==> config.mk <==
export PLATFORM = sky130hd
export DESIGN_NAME = printer_port_handshake_receiver_unit_flat
export DESIGN_NICKNAME = d
export VERILOG_FILES = /design/src/rtl/pphr_pkg.sv /design/src/rtl/pphr_ifs.sv /design/src/rtl/pphr_step.sv /design/src/rtl/printer_port_handshake_receiver_unit.sv /design/src/flat_wrapper.sv
export SDC_FILE = /design/constraint.sdc
export NUM_CORES = 1
export LEC_CHECK = 0
export BUFFER_PORTS_ARGS = -buffer_cell sky130_fd_sc_hd__buf_2
export CORE_MARGIN = 4
export CORE_UTILIZATION = 62
export CTS_CLUSTER_DIAMETER = 80
export DETAILED_ROUTE_END_ITERATION = 10
export PLACE_DENSITY = 0.91
export SYNTH_ARGS = -nofsm -noshare
export SYNTH_HDL_FRONTEND = slang
export SYNTH_SLANG_ARGS = --single-unit
==> constraint.sdc <==
create_clock -name clk -period 12.4 [get_ports clk]
set_input_delay 0.62 -clock clk [delete_from_list [all_inputs] [get_ports clk]]
set_output_delay 0.62 -clock clk [all_outputs]
set_load 0.005 [all_outputs]
==> src/rtl/pphr_pkg.sv <==
// Package for the printer port handshake receiver.
// Holds the word types, register types, phase codes and byte constants.
// No dependencies; every other file uses it by scoped names.
package pphr_pkg;

	// Transfer phase codes
	localparam logic [2:0] PH_IDLE    = 3'd0;
	localparam logic [2:0] PH_HOLD    = 3'd1;
	localparam logic [2:0] PH_BIT     = 3'd2;
	localparam logic [2:0] PH_GAP     = 3'd3;
	localparam logic [2:0] PH_MATCH   = 3'd4;
	localparam logic [2:0] PH_RELEASE = 3'd5;
	localparam logic [2:0] PH_REJECT  = 3'd6;

	// Configuration register indexes
	localparam logic [7:0] REG_OWN_CODE   = 8'd0;
	localparam logic [7:0] REG_START_HOLD = 8'd1;
	localparam logic [7:0] REG_BIT_GAP    = 8'd2;
	localparam logic [7:0] REG_RELEASE    = 8'd3;

	// Register reset values
	localparam logic [7:0] OWN_CODE_RST   = 8'h0F;
	localparam logic [5:0] START_HOLD_RST = 6'd30;
	localparam logic [5:0] BIT_GAP_RST    = 6'd2;
	localparam logic [5:0] RELEASE_RST    = 6'd9;

	// Millisecond counter saturation
	localparam logic [5:0] MS_MAX = 6'd63;

	// Codes that leave the idle receiver enabled
	localparam logic [7:0] CODE_NONE  = 8'h00;
	localparam logic [7:0] CODE_ALL   = 8'hFF;
	localparam logic [7:0] CODE_PRN   = 8'h0F;
	localparam logic [7:0] CODE_ALT_A = 8'h21;
	localparam logic [7:0] CODE_ALT_B = 8'h45;

	// Control filter bytes
	localparam logic [7:0] CHR_SI    = 8'h0F;
	localparam logic [7:0] CHR_SO    = 8'h0E;
	localparam logic [7:0] CHR_ETX   = 8'h03;
	localparam logic [7:0] CHR_SPACE = 8'h20;

	// One sample word
	typedef struct packed {
		logic busy_req;
		logic data_out;
		logic motor_out;
		logic select_one;
		logic ms_tick;
	} smp_t;

	// One result word
	typedef struct packed {
		logic       ack;
		logic       char_valid;
		logic [7:0] char_code;
		logic [2:0] phase;
	} res_t;

	// Configuration registers
	typedef struct packed {
		logic [7:0] own_device_code;
		logic [5:0] start_hold_ms;
		logic [5:0] bit_gap_ms;
		logic [5:0] release_ms;
	} cfg_t;

	// Receiver state
	typedef struct packed {
		logic [2:0] transfer_phase;
		logic [7:0] shift_byte;
		logic [2:0] bit_count;
		logic [5:0] elapsed_ms;
		logic [7:0] received_code;
		logic       ack_level;
		logic       control_pending;
		logic       prev_busy;
		logic       prev_motor;
	} st_t;

endpackage

==> src/rtl/pphr_ifs.sv <==
// Channel interfaces for the printer port handshake receiver.
// Sample, result and configuration write channels; depends on pphr_pkg.

interface pphr_smp_if;
	logic               valid;
	logic               ready;
	pphr_pkg::smp_t     data;
	modport source (output valid, output data, input ready);
	modport sink (input valid, input data, output ready);
endinterface

interface pphr_res_if;
	logic               valid;
	logic               ready;
	pphr_pkg::res_t     data;
	modport source (output valid, output data, input ready);
	modport sink (input valid, input data, output ready);
endinterface

interface pphr_cfg_if;
	logic       valid;
	logic       ready;
	logic [7:0] index;
	logic [7:0] wdata;
	modport source (output valid, output index, output wdata, input ready);
	modport sink (input valid, input index, input wdata, output ready);
endinterface

==> src/rtl/pphr_step.sv <==
// Next-state logic of the printer port handshake receiver for one sample.
// Purely combinational; depends on pphr_pkg.
module pphr_step (
	input  pphr_pkg::st_t  st,
	input  pphr_pkg::cfg_t cfg,
	input  pphr_pkg::smp_t smp,
	output pphr_pkg::st_t  st_nxt,
	output pphr_pkg::res_t res
);

	always_comb begin
		pphr_pkg::st_t s;
		logic          unused_phase;
		logic          cvalid;
		logic [7:0]    ccode;
		logic [7:0]    shifted;
		logic [2:0]    cnt_inc;
		logic          rx_enable;

		s            = st;
		unused_phase = 1'b0;
		cvalid       = 1'b0;
		ccode        = 8'h00;

		// Saturating millisecond counter
		if (smp.ms_tick && (s.elapsed_ms != pphr_pkg::MS_MAX)) begin
			s.elapsed_ms = s.elapsed_ms + 6'd1;
		end

		// Device-code transfer sequencer
		shifted = {smp.data_out, s.shift_byte[7:1]};
		cnt_inc = s.bit_count + 3'd1;
		case (s.transfer_phase)
			pphr_pkg::PH_IDLE: begin
				if (smp.motor_out && smp.data_out) begin
					s.elapsed_ms     = 6'd0;
					s.transfer_phase = pphr_pkg::PH_HOLD;
					s.shift_byte     = 8'h00;
					s.bit_count      = 3'd0;
				end
			end
			pphr_pkg::PH_HOLD: begin
				if (smp.motor_out && smp.data_out) begin
					if (s.elapsed_ms > cfg.start_hold_ms) begin
						s.transfer_phase = pphr_pkg::PH_BIT;
						s.ack_level      = 1'b1;
					end
				end else begin
					s.transfer_phase = pphr_pkg::PH_IDLE;
				end
			end
			pphr_pkg::PH_BIT: begin
				if (smp.busy_req) begin
					s.ack_level  = 1'b0;
					s.shift_byte = shifted;
					s.bit_count  = cnt_inc;
					if (cnt_inc == 3'd0) begin
						s.received_code = shifted;
						if (shifted == cfg.own_device_code) begin
							s.transfer_phase = pphr_pkg::PH_MATCH;
						end else begin
							s.transfer_phase = pphr_pkg::PH_REJECT;
							s.elapsed_ms     = 6'd0;
						end
						s.shift_byte = 8'h00;
						s.bit_count  = 3'd0;
					end else begin
						s.transfer_phase = pphr_pkg::PH_GAP;
						s.elapsed_ms     = 6'd0;
					end
				end
			end
			pphr_pkg::PH_GAP: begin
				if (s.elapsed_ms > cfg.bit_gap_ms) begin
					s.transfer_phase = pphr_pkg::PH_BIT;
					s.ack_level      = 1'b1;
				end
			end
			pphr_pkg::PH_MATCH: begin
				if (!smp.busy_req && !smp.motor_out) begin
					s.ack_level      = 1'b1;
					s.transfer_phase = pphr_pkg::PH_RELEASE;
					s.elapsed_ms     = 6'd0;
					s.shift_byte     = 8'h00;
					s.bit_count      = 3'd0;
				end
			end
			pphr_pkg::PH_RELEASE: begin
				if (s.elapsed_ms > cfg.release_ms) begin
					s.ack_level      = 1'b0;
					s.transfer_phase = pphr_pkg::PH_IDLE;
					s.elapsed_ms     = 6'd0;
				end
			end
			pphr_pkg::PH_REJECT: begin
				if ((s.elapsed_ms > cfg.bit_gap_ms) && smp.busy_req) begin
					s.ack_level      = 1'b0;
					s.transfer_phase = pphr_pkg::PH_IDLE;
				end
			end
			default: begin
				s.transfer_phase = pphr_pkg::PH_IDLE;
				unused_phase     = 1'b1;
			end
		endcase

		// Idle receiver runs only for the known device codes
		rx_enable = !unused_phase && (s.transfer_phase == pphr_pkg::PH_IDLE) &&
			((s.received_code == pphr_pkg::CODE_NONE) ||
			 (s.received_code == pphr_pkg::CODE_ALL) ||
			 (s.received_code == pphr_pkg::CODE_PRN) ||
			 (s.received_code == pphr_pkg::CODE_ALT_A) ||
			 (s.received_code == pphr_pkg::CODE_ALT_B));

		if (rx_enable) begin
			// Acknowledge timeout with all lines quiet
			if (!smp.busy_req && !s.prev_busy && !smp.motor_out && !s.prev_motor &&
				s.ack_level && (s.elapsed_ms > cfg.bit_gap_ms)) begin
				s.elapsed_ms = 6'd0;
				s.ack_level  = 1'b0;
			end
			if (smp.select_one) begin
				s.shift_byte = 8'h00;
				s.bit_count  = 3'd0;
			end
			// Every busy toggle answers with an acknowledge toggle
			if (smp.busy_req != s.prev_busy) begin
				if (s.ack_level) begin
					s.ack_level = 1'b0;
				end else begin
					s.ack_level  = 1'b1;
					s.elapsed_ms = 6'd0;
				end
				if (smp.busy_req) begin
					s.shift_byte = {smp.data_out, s.shift_byte[7:1]};
					s.bit_count  = s.bit_count + 3'd1;
					if (s.bit_count == 3'd0) begin
						// Control filter: SI, SO, ETX arm the flag; a space clears it
						if (s.control_pending && (s.shift_byte == pphr_pkg::CHR_SPACE)) begin
							s.control_pending = 1'b0;
							cvalid            = 1'b1;
						end else if ((s.shift_byte == pphr_pkg::CHR_SI) ||
							(s.shift_byte == pphr_pkg::CHR_SO) ||
							(s.shift_byte == pphr_pkg::CHR_ETX)) begin
							s.control_pending = 1'b1;
						end else begin
							cvalid = 1'b1;
						end
						if (cvalid) begin
							ccode = s.shift_byte;
						end
						s.shift_byte = 8'h00;
						s.bit_count  = 3'd0;
					end
				end
			end
			s.prev_busy  = smp.busy_req;
			s.prev_motor = smp.motor_out;
		end

		st_nxt         = s;
		res.ack        = s.ack_level;
		res.char_valid = cvalid;
		res.char_code  = ccode;
		res.phase      = s.transfer_phase;
	end

endmodule

==> src/rtl/printer_port_handshake_receiver_unit.sv <==
// Printer port handshake receiver, top level.
// Usage:
//   sample: one word per gated sample of the host's busy, data, motor and
//     select lines plus a millisecond tick flag; taken when valid and ready.
//   result: one word per sample with the acknowledge level, an optional
//     printable character and the transfer phase.
//   cfg: register writes (index 0 own device code, 1 start hold ms,
//     2 bit gap ms, 3 release ms); always ready; other indexes are ignored.
//     Write only while no sample is in flight.
// Throughput is one sample per clock while the skid word is empty; the whole
// state update is one pass of the step logic from the state register. Each result
// goes to an output register; a one-word skid stage lets one more sample in while
// the sink stalls; sample.ready drops only while the skid word is occupied, so
// results are never lost or reordered.
// Reset (arst_n low) clears the state to idle with acknowledge low, empties
// the output words and loads the register defaults (0x0F, 30, 2, 9).
// Depends on pphr_pkg, pphr_ifs and pphr_step.
module printer_port_handshake_receiver_unit (
	input  logic        clk,
	input  logic        arst_n,
	pphr_smp_if.sink    sample,
	pphr_res_if.source  result,
	pphr_cfg_if.sink    cfg
);

	pphr_pkg::cfg_t cfg_q;
	pphr_pkg::st_t  st_q;
	pphr_pkg::st_t  st_nxt;
	pphr_pkg::res_t res_nxt;
	pphr_pkg::res_t out_q;
	pphr_pkg::res_t skid_q;
	logic           out_valid_q;
	logic           skid_valid_q;
	logic           in_fire;
	logic           out_open;

	// Configuration registers
	assign cfg.ready = 1'b1;

	always_ff @(posedge clk or negedge arst_n) begin
		if (!arst_n) begin
			cfg_q.own_device_code <= pphr_pkg::OWN_CODE_RST;
			cfg_q.start_hold_ms   <= pphr_pkg::START_HOLD_RST;
			cfg_q.bit_gap_ms      <= pphr_pkg::BIT_GAP_RST;
			cfg_q.release_ms      <= pphr_pkg::RELEASE_RST;
		end else if (cfg.valid) begin
			case (cfg.index)
				pphr_pkg::REG_OWN_CODE:   cfg_q.own_device_code <= cfg.wdata;
				pphr_pkg::REG_START_HOLD: cfg_q.start_hold_ms   <= cfg.wdata[5:0];
				pphr_pkg::REG_BIT_GAP:    cfg_q.bit_gap_ms      <= cfg.wdata[5:0];
				pphr_pkg::REG_RELEASE:    cfg_q.release_ms      <= cfg.wdata[5:0];
				default: ;
			endcase
		end
	end

	// Step logic
	pphr_step u_step (
		.st     (st_q),
		.cfg    (cfg_q),
		.smp    (sample.data),
		.st_nxt (st_nxt),
		.res    (res_nxt)
	);

	assign sample.ready = !skid_valid_q;
	assign in_fire      = sample.valid && !skid_valid_q;
	assign out_open     = !out_valid_q || result.ready;

	// State register
	always_ff @(posedge clk or negedge arst_n) begin
		if (!arst_n) begin
			st_q <= '0;
		end else if (in_fire) begin
			st_q <= st_nxt;
		end
	end

	// Output word and skid word
	always_ff @(posedge clk or negedge arst_n) begin
		if (!arst_n) begin
			out_valid_q  <= 1'b0;
			skid_valid_q <= 1'b0;
		end else begin
			if (out_open) begin
				out_valid_q  <= skid_valid_q || in_fire;
				skid_valid_q <= 1'b0;
			end else if (in_fire) begin
				skid_valid_q <= 1'b1;
			end
		end
	end

	always_ff @(posedge clk) begin
		if (out_open) begin
			if (skid_valid_q) begin
				out_q <= skid_q;
			end else if (in_fire) begin
				out_q <= res_nxt;
			end
		end else if (in_fire) begin
			skid_q <= res_nxt;
		end
	end

	assign result.valid = out_valid_q;
	assign result.data  = out_q;

	// Checks
	a_skid_needs_out: assert property (@(posedge clk) disable iff (!arst_n)
		skid_valid_q |-> out_valid_q)
		else $error("skid word held without an output word");

	a_stall_fills_skid: assert property (@(posedge clk) disable iff (!arst_n)
		(in_fire && out_valid_q && !result.ready) |=> skid_valid_q)
		else $error("sample taken during stall was not parked");

	a_char_in_idle: assert property (@(posedge clk) disable iff (!arst_n)
		(out_valid_q && out_q.char_valid) |-> (out_q.phase == pphr_pkg::PH_IDLE))
		else $error("character emitted outside idle phase");

	a_no_control_char: assert property (@(posedge clk) disable iff (!arst_n)
		(out_valid_q && out_q.char_valid) |->
		((out_q.char_code != pphr_pkg::CHR_SI) && (out_q.char_code != pphr_pkg::CHR_SO) &&
		 (out_q.char_code != pphr_pkg::CHR_ETX)))
		else $error("control character passed the filter");

endmodule

==> src/flat_wrapper.sv <==
// flat-port wrapper written by rule: the top's interface ports become plain ports
module printer_port_handshake_receiver_unit_flat 
  (clk, arst_n, sample_valid, sample_data, sample_ready, result_valid, result_data, result_ready, cfg_valid, cfg_index, cfg_wdata, cfg_ready);
  pphr_smp_if sample_i ();
  pphr_res_if result_i ();
  pphr_cfg_if cfg_i ();
  input  logic clk;
  input  logic arst_n;
  input wire logic [$bits(sample_i.valid)-1:0] sample_valid;
  input wire logic [$bits(sample_i.data)-1:0] sample_data;
  output wire logic [$bits(sample_i.ready)-1:0] sample_ready;
  output wire logic [$bits(result_i.valid)-1:0] result_valid;
  output wire logic [$bits(result_i.data)-1:0] result_data;
  input wire logic [$bits(result_i.ready)-1:0] result_ready;
  input wire logic [$bits(cfg_i.valid)-1:0] cfg_valid;
  input wire logic [$bits(cfg_i.index)-1:0] cfg_index;
  input wire logic [$bits(cfg_i.wdata)-1:0] cfg_wdata;
  output wire logic [$bits(cfg_i.ready)-1:0] cfg_ready;
  assign sample_i.valid = sample_valid;
  assign sample_i.data = sample_data;
  assign sample_ready = sample_i.ready;
  assign result_valid = result_i.valid;
  assign result_data = result_i.data;
  assign result_i.ready = result_ready;
  assign cfg_i.valid = cfg_valid;
  assign cfg_i.index = cfg_index;
  assign cfg_i.wdata = cfg_wdata;
  assign cfg_ready = cfg_i.ready;
  printer_port_handshake_receiver_unit u_core (.clk(clk), .arst_n(arst_n), .sample(sample_i), .result(result_i), .cfg(cfg_i));
endmodule
==> After elaboration in Yosys (flattened, before gate mapping) <==
Cells that the tools add are included.
Widths: inputs -> output; s select.
{ "classes": {"add_sub_neg": 3, "n_lt_le_gt_ge": 4, "eq_ne": 20, "mux": 63, "bitwise": 1, "n_reduce_logical": 45} }
{ "ops": {"columns": ["cell", "n"], "rows": [
  ["$mux 8", 7],
  ["$mux 11", 5],
  ["$mux 20", 2],
  ["$mux 6", 6],
  ["$mux 17", 2],
  ["$pmux 11 s3", 1],
  ["$mux 29", 1],
  ["$mux 13", 2],
  ["$mux 1", 25],
  ["$eq 8x2->1 const B", 3],
  ["$eq 8x4->1 const B", 3],
  ["$gt 6x6->1", 4],
  ["$pmux 6 s4", 1],
  ["$pmux 3 s7", 1],
  ["$mux 3", 6],
  ["$eq 8x6->1 const B", 2],
  ["$logic_not 8->1", 2],
  ["$reduce_and 2->1", 7],
  ["$logic_and 1x1->1", 13],
  ["$logic_not 3->1", 4],
  ["$eq 3x3->1 const B", 3],
  ["$eq 8x1->1 const B", 1],
  ["$eq 8x7->1 const B", 1],
  ["$eq 8x8->1", 1],
  ["other kinds (16)", 33]
]} }
{ "totals": {"register_bits": 86} }

==> Logic depth before layout (Yosys ltp) <==
Gate-level depths: netlist (run 1).
{ "logic_depth": {"ltp_word": 30, "depth_mapped": 23} }

==> Modules after synthesis <==
A second synthesis (run 1) with hierarchy kept.
{ "hier_totals": {"hier_cells": 503, "hier_area_um2": 5505.3} }
{ "by_module_without_submodules": {"columns": ["module", "instances", "cells_each", "area_each_um2", "seq_area_each_um2"], "rows": [
  ["printer_port_handshake_receiver_unit", 1, 181, 3279.4, 2296.0],
  ["pphr_step", 1, 322, 2225.9, 0.0]
]} }

==> Worst setup path before layout (run 1) <==
No wires, ideal clock.
{ "synth_timing": {"kind": "flip-flop to flip-flop", "start": "register u_core.st_q[12] in the netlist's numbering", "end": "register u_core.out_q, in the netlist u_core.result.data[12], data pin", "setup_time_ps": 260, "t_arrival_ps": 4278, "required_ps": 12140, "path_slack_ps": 7862, "stages_incl_launch_ff": 23, "n_path_buf": 0, "path_cell_list": "dfrtp_1 ha_1 nand3_1 o21a_1 nand4_1 inv_1 nand3_1 xor2_1 inv_1 ha_1 nand4_1 o21bai_1 a21o_1 nor3_1 nor2_1 ha_1 and4_1 nand3_1 nand3_1 a21oi_1 o21bai_1 a22o_1 mux2_2"} }
{ "synth_lines": {"columns": ["element", "line_no", "source"], "rows": [
  ["start: declaration", "printer_port_handshake_receiver_unit.sv:27", "pphr_pkg::st_t st_q;"],
  ["start signal: assignment", "printer_port_handshake_receiver_unit.sv:75", "st_q <= st_nxt;"],
  ["end signal: assignment", "printer_port_handshake_receiver_unit.sv:97", "out_q <= skid_q;"],
  ["end signal: assignment", "printer_port_handshake_receiver_unit.sv:99", "out_q <= res_nxt;"],
  ["end: declaration", "printer_port_handshake_receiver_unit.sv:30", "pphr_pkg::res_t out_q;"]
]} }

==> results.md, run 1 <==
- Global Route met2 Usage: 0.3981
- Ys Warns: 0
- CTS HTree Levels: 3
- WP data arrival: 5470 ps
- Vias: 3,853
- Skew-Pair Late Insertion Delay: ~360 ps
- Status: complete, no violations
- Global Route Usage Sum: 0.2345
- Hold buffers post-CTS: 0
- Max Cap Viol: 0
- # Post-CTS Setup Buffers: 0
- Yosys reg bits: 84
- Crit-path leading delay family: simple AND/OR/NAND/NOR gates
- Growth of design area from synthesis to finish: 10.01%
- Max-slew headroom: 0.3133
- Largest net degree at the start of global routing: 59
- Crit-path most repeated cell: nand3_1
- Required @ worst endpoint: roughly 13,000 ps
- Max clock buf depth: 2
- Reg2reg start: u_core.st_q[12]
- Top-area cell type share of the netlist area: 0.2412
- Hold WC Path Type: in -> async
- Post-route insts no fill: 620
- Clk_skew: between 10 and 15 ps
- Cell count after placement: 604
- Final hold vios: 0
- Max Freq: about 190 MHz
- Commonest non-fill, non-tap cells in the layout: nand2_1, dfrtp_1, buf_2
- CTS buffer count: 9
- Crit-path max cell delay: 640 ps
- Vias/cell: 6.215
- Vias in the first global route: approximately 3,700
- Post-synthesis sequential area ratio: 0.4606
- Fin crit period: 5356 ps
- Initial antenna violation count: 0
- Io pins: 42
- First-pass GRT wire length: 17.93 mm
- CTS Root Buffer Type: clkbuf_8
- M1 GR Usage: 0.3050
- Filler Cell Count: 554
- Unrepaired setup endpoints after global routing: false
- ANT nets after route: 0
- Worst-path clk slew: 90 ps
- Initial DRC Count: 380
- DP Wirelength: 8.013 mm
- Die X: 96.68 um
- Layout cells sized above 1: 0.2297
- Top Usage Layer GRT: met2
- Met3 Use GR: 0.03461
- Syn nets: 530
- CTS tree: done
- Starting density of the core: 0.6343
- Critical path buffers and inverters: 2
- DP Worst Slack: 7160 ps
- Worst-margin pin slew: roughly 1000 ps
- Post-Syn Area: 0.004876 mm2
- Distinct cells, synth: 67
- DR pass1 iterations: 5
- Die Span Y: 96.68 um
- Commonest non-fill, non-tap cell in the layout: nand2_1
- Routed len/inst: between 15 and 20 um
- Top_reg_cell synth: dfrtp_1
- Core Util, Final: 0.6978
- Syn Area/Cell: between 10 and 15 um2
- Crit end category: flip-flop
- Worst setup margin: between 7000 and 8000 ps
- Diodes inserted: 0
- GR Overflow Total: 0
- Pwr dens: 153.0 mW/mm2
- Post-synth EDFFs: 26
- Aggregate routed wire length: ~11 mm
- GPL Wtd Cong: 0.9275
- CORE AREA: 0.007687 mm2
- CP Max Fanout: 8
- Full die area: 0.009347 mm2
- Hold slack final: 376.1 ps
- CTS Sinks: 84
- I/O Buffers: 40
- Final period util: 0.4319
- Num rows: 32
- Fraction of registers with async set/reset: 0.6905
- CP startpoint: u_core.st_q[12]
- Synth area leader: dfrtp_1
- Critical Path, Cell by Cell: ha_1 -> nand3_1 -> o21a_1 -> nand4_1 -> inv_1 -> nand3_1 -> xor2_1 -> inv_1 -> ha_1 -> nand4_1 -> o21bai_1 -> a21o_1 -> nor3_1 -> nor2_1 -> ha_1 -> and4_1 -> nand3_1 -> nand3_1 -> a21oi_1 -> o21bai_1 -> a22o_1 -> mux2_2
- Max VDD drop: 0.07086 mV
- Critical-path top delay cell: nor3_1
- Total negative slack: 0 ps
- Post-CTS sizing: 0
- Synth area leaders: dfrtp_1, edfxtp_1, mux2_2
- Crit path launch type: flip-flop
- Layout Nets: 569
- Crit path kind: reg -> reg
- Final Max Tran Viols: 0
- Final setup fails: 0
- Leakage: 0.002451 uW
- # DRC: 0
- Cells after synthesis: 474
Yosys cell counts, types with 4 or more instances:
cell type	instances
a21o_1	5
a21oi_1	15
a22oi_1	10
clkbuf_1	6
dfrtp_1	47
dfstp_2	11
edfxtp_1	26
ha_1	30
inv_1	34
mux2_2	35
nand2_1	51
nand2b_1	5
nand3_1	8
nand3b_1	4
nand4_1	6
nor2_1	39
nor2b_1	8
nor3_1	8
o21a_1	4
o21ai_0	39
o221ai_1	6
xor2_1	10
sequential cells by signal, summed over array words and instances, names as in the netlist:
name	flops
u_core.skid_valid_q	1
u_core.skid_q	13
u_core.result.data	13
u_core.cfg_q	26
u_core.result.valid	1
u_core.st_q	30
logic make-up (layout without fill, tap and decap cells):
kind of cell / count (synthesis) / in the layout / synth area share
AND/OR/NAND/NOR: 149 / 149 / 0.1537
AO/OA/AOI/OAI: 111 / 111 / 0.1555
flip-flops: 84 / 84 / 0.4606
buffers and inverters: 48 / 92 / 0.04208
multiplexers: 38 / 38 / 0.08699
adder cells (fa/ha/maj): 30 / 30 / 0.07698
XOR/XNOR: 13 / 13 / 0.02335
other: 1 / 1 / 0.0007691
path summary, 6_finish.rpt:
path                                     endpoint  slack [ps]  depth (start not counted)
hold reg to reg                  u_core.cfg_q[16]         520                          2
hold / removal                    u_core.cfg_q[9]         380                          2
max in group asynchronous     u_core.skid_valid_q       11510                          2
min in group clk                 u_core.cfg_q[24]         480                          2
setup / recovery           u_core.result.data[12]        7040                         22
setup reg to reg           u_core.result.data[12]        7040                         22
area by class of cell:
class                      count  area, um2  area share
clock buffer                   9      123.9     0.02309
clock inverter                 7      102.6     0.01913
inverter                      35      131.4     0.02449
multi-input combinational    342       2425      0.4521
sequential                    84       2246      0.4187
tap                          102      127.6     0.02379
timing repair buffer          41      207.7     0.03872
report_power, final:
| part | switching, uW | total [uW] | internal [uW] |
|---|---|---|---|
| registers | 31.4 | 350 | 319 |
| logic | 142 | 246 | 104 |
| clock network | 108 | 225 | 116 |
layer usage:
layer  wire [um]  vias up
met2        5391      165
met3         618       26
met4         272        0
met1        4608     1868
met5           0        -
li1            -     1794
worst reg2reg max path, delay by kind of cell, from the launching register on:
| family | cells | cell delay [ps] |
|---|---|---|
| buffers and inverters | 2 | 250 |
| DFF | 1 | 440 |
| muxes | 1 | 260 |
| and+or+nand+nor | 9 | 1670 |
| adders and majority gates | 3 | 920 |
| xor gates and xnor gates | 1 | 300 |
| AOI/OAI and AO/OA | 6 | 1260 |
per-stage QoR:
stage | total power, uW | area, um2
2_1_floorplan | 533.0 | 4876
3_3_place_gp | 575.1 | 5137
3_5_place_dp | 593.2 | 5137
4_1_cts | 814.9 | 5364
5_1_grt | 863.7 | 5364
6_report | 820.9 | 5364
(Power assumes the default switching activity.)
==> run 2, diff against run 1 <==
ABC_AREA = 1   (was not set)
CORE_UTILIZATION = 55   (was 62)
PLACE_DENSITY = 0.86   (was 0.91)
clock period = 4.85 ns   (was 12.4 ns; I/O delays follow)
==> run 2 against run 1 <==
Sequential cell count stayed put; design area is 13% higher; power grew to 3.0 times the previous value; die area is 28% higher; area after synthesis is 16% higher; synthesized cell count is 62% higher; sequential power grew to 2.7 times the previous value; combinational power grew to 4.5 times the previous value.
==> results.md, run 2 <==
- Total negative slack: 0 ps (unchanged)
- I/O Buffers: 40 (unchanged)
- Final period util: 0.8636 (was 0.4319)
- ANT nets after route: 0 (unchanged)
- Cells after synthesis: 766 (was 474)
- Top flop regs: u_core.st_q: 30 flops, u_core.cfg_q: 26 flops (unchanged)
- Synth area leaders: dfrtp_1, nand2_1, edfxtp_1 (was dfrtp_1, edfxtp_1, mux2_2)
- Die X: 109.3 um (was 96.68 um)
- Final hold vios: 0 (unchanged)
- Clock power share: 0.180 (was 0.274)
- Synth area leader: dfrtp_1 (unchanged)
- Worst-margin pin slew: 1141 ps (was 1026 ps)
- Leakage: 0.002996 uW (was 0.002451 uW)
- Final Max Tran Viols: 0 (unchanged)
- Max reg flops: 30 (unchanged)
- Syn nets: 822 (was 530)
- Cell count after placement: 917 (was 604)
- Syn Area/Cell: 7.367 um2 (was 10.29 um2)
- Post-CTS sizing: 0 (unchanged)
- Commonest non-fill, non-tap cell in the layout: nand2_1 (unchanged)
- # DRC: 0 (unchanged)
- Unrepaired setup endpoints after global routing: false (unchanged)
- Max-slew headroom: 0.2366 (was 0.3133)
- Crit-path leading delay family: simple AND/OR/NAND/NOR gates (unchanged)
- Reg2reg start: u_core.st_q[12] (unchanged)
- Worst-path clk slew: 80 ps (was 90 ps)
- Largest net degree at the start of global routing: 59 (unchanged)
- Aggregate routed wire length: 12.92 mm (was 10.89 mm)
- Max VDD drop: 0.2480 mV (was 0.07086 mV)
- Crit end category: flip-flop (unchanged)
- Post-synth EDFFs: 26 (unchanged)
- Global Route Usage Sum: 0.2345 (about the same)
- Initial antenna violation count: 0 (unchanged)
- Ys Warns: 0 (unchanged)
- CP Max Fanout: 5 (was 8)
- CTS buffer count: 9 (unchanged)
- Diodes inserted: 0 (unchanged)
- Fraction of registers with async set/reset: 0.6905 (unchanged)
- Critical path buffers and inverters: 3 (was 2)
- Initial DRC Count: 389 (was 380)
- Largest reg by FF count: u_core.st_q (unchanged)
- CTS Root Buffer Type: clkbuf_8 (unchanged)
- DP Worst Slack: 737.1 ps (was 7160 ps)
- Status: complete, no violations (unchanged)
- Max Freq: 238.8 MHz (was 186.7 MHz)
- CP startpoint: u_core.st_q[12] (unchanged)
- Vias in the first global route: 4,656 (was 3,743)
- CTS HTree Levels: 3 (unchanged)
- # Post-CTS Setup Buffers: 0 (unchanged)
- Hold WC Path Type: in -> async (unchanged)
- Hold buffers post-CTS: 0 (unchanged)
- Max clock buf depth: 2 (unchanged)
- WP data arrival: 4310 ps (was 5470 ps)
- Layout cells sized above 1: 0.1313 (was 0.2297)
- Post-Syn Area: 0.005643 mm2 (was 0.004876 mm2)
- Top_reg_cell synth: dfrtp_1 (unchanged)
- Die Span Y: 109.3 um (was 96.68 um)
- Pwr Total: 2498 uW (was 820.9 uW)
- Area after DPL: 0.005876 mm2 (was 0.005137 mm2)
- CORE AREA: 0.009864 mm2 (was 0.007687 mm2)
- Clk_skew: 8.814 ps (was 12.04 ps)
- Routed len/inst: 13.85 um (was 17.56 um)
- Max Cap Viol: 0 (unchanged)
- Required @ worst endpoint: 4970 ps (was 12,510 ps)
- Worst setup margin: 661.8 ps (was 7044 ps)
- Post-synthesis sequential area ratio: 0.3980 (was 0.4606)
- Crit path kind: reg -> reg (unchanged)
- Logic pwr share: 0.440 (was 0.299)
- DP Wirelength: 9.643 mm (was 8.013 mm)
- Full die area: 0.01194 mm2 (was 0.009347 mm2)
- Sw Ratio: 0.4460 (was 0.3428)
- Crit-path most repeated cell: nand2_1 (was nand3_1)
- Crit path launch type: flip-flop (unchanged)
- Starting density of the core: 0.5720 (was 0.6343)
- Post-synth top cells: nand2_1, inv_1, nor2_1 (was nand2_1, dfrtp_1, nor2_1, o21ai_0, mux2_2)
- Final setup fails: 0 (unchanged)
- Cell area after layout: 0.006043 mm2 (was 0.005364 mm2)
- Io pins: 42 (unchanged)
- Critical-path top delay cell: dfrtp_1 (was nor3_1)
- Vias/cell: 5.368 (was 6.215)
- Growth of design area from synthesis to finish: 7.095% (was 10.01%)
- Top-area cell type share of the netlist area: 0.2084 (was 0.2412)
- GPL Wtd Cong: 0.9896 (was 0.9275)
- Vias: 5,008 (was 3,853)
- Most numerous cell in the Yosys netlist: nand2_1 (unchanged)
- Net Switching: 1114 uW (was 281.4 uW)
- Fin crit period: 4188 ps (was 5356 ps)
- Seq pwr share: 0.381 (was 0.427)
- Post-route insts no fill: 933 (was 620)
- Yosys reg bits: 84 (unchanged)
- GR Overflow Total: 0 (unchanged)
- Distinct cells, synth: 44 (was 67)
- CTS Sinks: 84 (unchanged)
- Num rows: 36 (was 32)
- Layout Nets: 851 (was 569)
- CTS tree: done (unchanged)
- Int Pwr: 1384 uW (was 539.5 uW)
- DR pass1 iterations: 6 (was 5)
- Skew-Pair Late Insertion Delay: 370 ps (was 360 ps)
- First-pass GRT wire length: 22.07 mm (was 17.93 mm)
- Pwr dens: 413.4 mW/mm2 (was 153.0 mW/mm2)
- Commonest non-fill, non-tap cells in the layout: nand2_1, inv_1, nor2_1 (was nand2_1, dfrtp_1, buf_2)
- Crit-path max cell delay: 410 ps (was 640 ps)
[run 2: changes by cell type after synthesis, sizes merged, moves of 7 or more]
cell and delta:
nand2 +197, inv +68, nand3 +44, nor2 +40
mux2 -34, o21ai +30, a22oi -10, nor2b -8
clkbuf +7, o22ai +7
[run 2: per-layer routing]
metal / track usage / routed length [um]
met5: 0 / 0
met1: 0.3425 / 5849
met2: 0.3588 / 5767
met3: 0.03230 / 1026
met4: 0.08370 / 276
[run 2: metrics by stage]
stage	utilization	hold WS, ps
detailed placement	0.5956	435.4
global route	0.6126	88.39
global placement	0.5956	429.7
CTS	0.6126	39.88
finish	0.6126	15.99
floorplan	-	-53.09
[run 2: cell families (layout without fill, tap and decap cells)]
logic type	count (synthesis)	after routing	synth area share
muxes	1	1	0.001995
AOI/OAI and AO/OA	112	112	0.1140
DFF	84	84	0.3980
and+or+nand+nor	401	401	0.3082
xor gates and xnor gates	8	8	0.01242
buffers and inverters	129	163	0.09823
adders and majority gates	30	30	0.06652
other	1	1	0.0006646
[run 2: worst reg2reg max path: cells and delay by family, from the launching register on]
family	cells	cell delay, ps
xor gates and xnor gates	1	370
buffers and inverters	3	290
adders and majority gates	3	730
DFF	1	410
and+or+nand+nor	20	1850
AOI/OAI and AO/OA	3	300
[run 2: final timing paths]
kind	cells after the start	to	slack [ps]
max	30	u_core.result.data[12]	660
min	2	u_core.cfg_q[2]	20
max reg2reg	30	u_core.result.data[12]	660
min reg2reg	2	u_core.cfg_q[14]	490
max in group asynchronous	2	u_core.st_q[10]	4350
min in group clk	2	u_core.cfg_q[24]	100
[run 2: layout make-up]
| cell class | count | area (um2) |
|---|---|---|
| clock buffers | 10 | 127.6 |
| clock inverters | 6 | 40.04 |
| fillers | 861 | 3821 |
| inverters | 104 | 397.9 |
| multi-input cells | 553 | 2843 |
| flip-flops and latches | 84 | 2246 |
| well taps | 133 | 166.4 |
| repair buffers | 43 | 222.7 |
[run 2: power by group through the flow]
stage / Sequential (uW) / Clock [uW] / Combinational, uW
after global placement: 959 / 0 / 1050
after floorplan: 918 / 0 / 875
after global routing: 964 / 482 / 1260
after CTS: 947 / 457 / 1080
final: 951 / 449 / 1100
after detailed placement: 961 / 0 / 1080
==> run 3, diff against run 2 <==
ABC_AREA = not set   (was 1)
CORE_UTILIZATION = 54   (was 55)
PLACE_DENSITY = 0.85   (was 0.86)
==> run 3 against run 2 <==
The flow now finishes with violations (negative hold slack); final cell count is 32% lower; register-to-register slack worse by 520 ps; wire length shrank 11%; clock power up 32%; critical endpoint unchanged.
==> results.md, run 3 (synthesis gave the netlist of run 1 again) <==
- FF-to-FF path depth: 22 (was 30)
- I/O Buffers: 40 (unchanged)
- Met3 Use GR: 0.04398 (was 0.03230)
- Area after DPL: 0.005197 mm2 (was 0.005876 mm2)
- Sw Ratio: 0.3454 (was 0.4460)
- Layout cells sized above 1: 0.2543 (was 0.1313)
- Routed len/inst: 18.02 um (was 13.85 um)
- Num rows: 34 (was 36)
- Required @ worst endpoint: 4970 ps (about the same)
- Worst-path clk slew: 100 ps (was 80 ps)
- Net Switching: 742.2 uW (was 1114 uW)
- CTS Root Buffer Type: clkbuf_8 (unchanged)
- CTS buffer count: 9 (unchanged)
- DP Wirelength: 8.113 mm (was 9.643 mm)
- Full die area: 0.01061 mm2 (was 0.01194 mm2)
- Crit end category: flip-flop (unchanged)
- # DRC: 0 (unchanged)
- Global Route Usage Sum: 0.2284 (was 0.2345)
- Core Util, Final: 0.6259 (was 0.6126)
- Growth of design area from synthesis to finish: 12.50% (was 7.095%)
- Top flop regs: u_core.st_q: 30 flops, u_core.cfg_q: 26 flops (unchanged)
- Layout Nets: 578 (was 851)
- Max VDD drop: 0.1672 mV (was 0.2480 mV)
- Filler Cell Count: 688 (was 861)
- Logic pwr share: 0.308 (was 0.440)
- Fin crit period: 4707 ps (was 4188 ps)
- Io pins: 42 (unchanged)
- Cell count after placement: 617 (was 917)
- Int Pwr: 1407 uW (was 1384 uW)
- Pwr dens: 391.8 mW/mm2 (was 413.4 mW/mm2)
- Hold slack final: -6.055 ps (was 15.99 ps)
- Cell area after layout: 0.005485 mm2 (was 0.006043 mm2)
- Largest reg by FF count: u_core.st_q (unchanged)
- Starting density of the core: 0.5564 (was 0.5720)
- CORE AREA: 0.008763 mm2 (was 0.009864 mm2)
- Worst R2R Setup Slack: 140 ps (was 660 ps)
- Vias: 3,900 (was 5,008)
- ANT nets after route: 0 (unchanged)
- Clk_skew: 14.35 ps (was 8.814 ps)
- Clock power share: 0.275 (was 0.180)
- Total negative slack: 0 ps (unchanged)
- Final hold vios: 8 (was 0)
- First-pass GRT wire length: 18.85 mm (was 22.07 mm)
- Pwr Total: 2149 uW (was 2498 uW)
- Max reg flops: 30 (unchanged)
- CTS HTree Levels: 3 (unchanged)
- Commonest non-fill, non-tap cells in the layout: nand2_1, dfrtp_1, buf_2 (was nand2_1, inv_1, nor2_1)
- Hold WC Path Type: in -> async (unchanged)
- Top Usage Layer GRT: met2 (unchanged)
- Diodes inserted: 0 (unchanged)
- Final setup fails: 0 (unchanged)
- Initial DRC Count: 304 (was 389)
- Initial antenna violation count: 0 (unchanged)
- Commonest non-fill, non-tap cell in the layout: nand2_1 (unchanged)
- CP Max Fanout: 5 (unchanged)
- Reg2reg start: u_core.st_q[12] (unchanged)
- Post-route insts no fill: 635 (was 933)
- Final period util: 0.9705 (was 0.8636)
- GR Overflow Total: 0 (unchanged)
- WP data arrival: 4830 ps (was 4310 ps)
- RR Endpoint: u_core.result.data[12] (unchanged)
- Crit path launch type: flip-flop (unchanged)
- Aggregate routed wire length: 11.44 mm (was 12.92 mm)
- Crit path kind: reg -> reg (unchanged)
- Worst-margin pin slew: 1130 ps (was 1141 ps)
- Leakage: 0.002503 uW (was 0.002996 uW)
- Vias in the first global route: 3,839 (was 4,656)
- Largest net degree at the start of global routing: 59 (unchanged)
- Skew-Pair Late Insertion Delay: 380 ps (was 370 ps)
- CTS tree: done (unchanged)
- Max Freq: 212.5 MHz (was 238.8 MHz)
- GPL Wtd Cong: 0.9262 (was 0.9896)
- Max Cap Viol: 0 (unchanged)
- Global Route met2 Usage: 0.3601 (was 0.3588)
- Vias/cell: 6.142 (was 5.368)
- DR pass1 iterations: 5 (was 6)
- Status: complete, but fails checks (was complete, no violations)
- CTS Sinks: 84 (unchanged)
- Die Span Y: 103.0 um (was 109.3 um)
- Seq pwr share: 0.416 (was 0.381)
- M1 GR Usage: 0.3119 (was 0.3425)
- Die X: 103.0 um (was 109.3 um)
- Final Max Tran Viols: 0 (unchanged)
- Max-slew headroom: 0.2436 (was 0.2366)
- Failing checks: negative hold slack
- Max clock buf depth: 2 (unchanged)
[run 3: cell types whose count changed in the layout (fill, tap and decap cells not counted), sizes merged, moves of 8 or more]
cell   change
nand2    -197
inv       -67
nand3     -44
nor2      -40
mux2      +34
o21ai     -30
a22oi     +10
nor2b      +8
[run 3: how the worst max path moves through the flow]
stage,endpoint,start,slack (ps),depth (start not counted)
finish,u_core.result.data[12],u_core.st_q[12],140,22
global route,u_core.result.data[12],u_core.st_q[12],-5,22
CTS,u_core.result.data[12],u_core.st_q[12],10,22
detailed placement,u_core.result.data[12],u_core.st_q[12],30,22
global placement,u_core.result.data[12],u_core.st_q[12],250,22
floorplan,u_core.result.data[12],u_core.st_q[12],310,22
[run 3: through the flow]
stage               setup slack [ps]  hold slack (ps)
floorplan                      312.0           -53.09
global placement               252.6            414.8
detailed placement             29.91            426.9
CTS                            12.43            15.45
global route                  -4.991            55.57
finish                         143.3           -6.055
[run 3: layout make-up]
type | instances | area, um2 | area share
Clock buffer | 9 | 123.9 | 0.02258
Clock inverter | 7 | 106.4 | 0.01939
Inverter | 35 | 131.4 | 0.02395
Multi-Input combinational cell | 342 | 2466 | 0.4496
Sequential cell | 84 | 2247 | 0.4097
Tap cell | 108 | 135.1 | 0.02464
Timing Repair Buffer | 50 | 275.3 | 0.05018
[run 3: power by group through the flow]
stage                     combinational (uW)  sequential [uW]  clock [uW]
after floorplan                          491              872           0
after global placement                   603              897           0
after detailed placement                 633              904           0
after CTS                                640              891         595
after global routing                     738              905         633
final                                    663              895         591
[run 3: worst max-delay path, cell delays in order, from the launching register on]
cell,delay (ps)
dfrtp_2,460
ha_1,220
nand3_1,100
o21a_1,140
buf_4,140
nand2_1,80
nor2_1,130
xnor2_1,180
inv_1,130
ha_1,330
a21o_1,180
a2111oi_2,390
a21o_1,250
buf_4,160
o31a_1,140
ha_1,240
and4_1,200
nand3_1,80
nand3_1,100
a21oi_2,170
o21bai_1,100
a22o_1,270
mux2_2,270
[run 3: repair_timing]
action / CTS / global route
hold buffers: 0 / 0
resized for setup: 1 / 8
setup endpoints to repair: 1 / 9
hold endpoints to repair: 0 / 0
pin swaps: 0 / 3
buffers inserted: 0 / 2
[run 3: layer usage]
metal / share of wire / wire length, um / vias to the layer above
li1: - / - / 1809
met1: 0.44 / 5043 / 1906
met2: 0.47 / 5431 / 155
met3: 0.057 / 649 / 30
met4: 0.028 / 319 / 0
met5: 0 / 0 / -
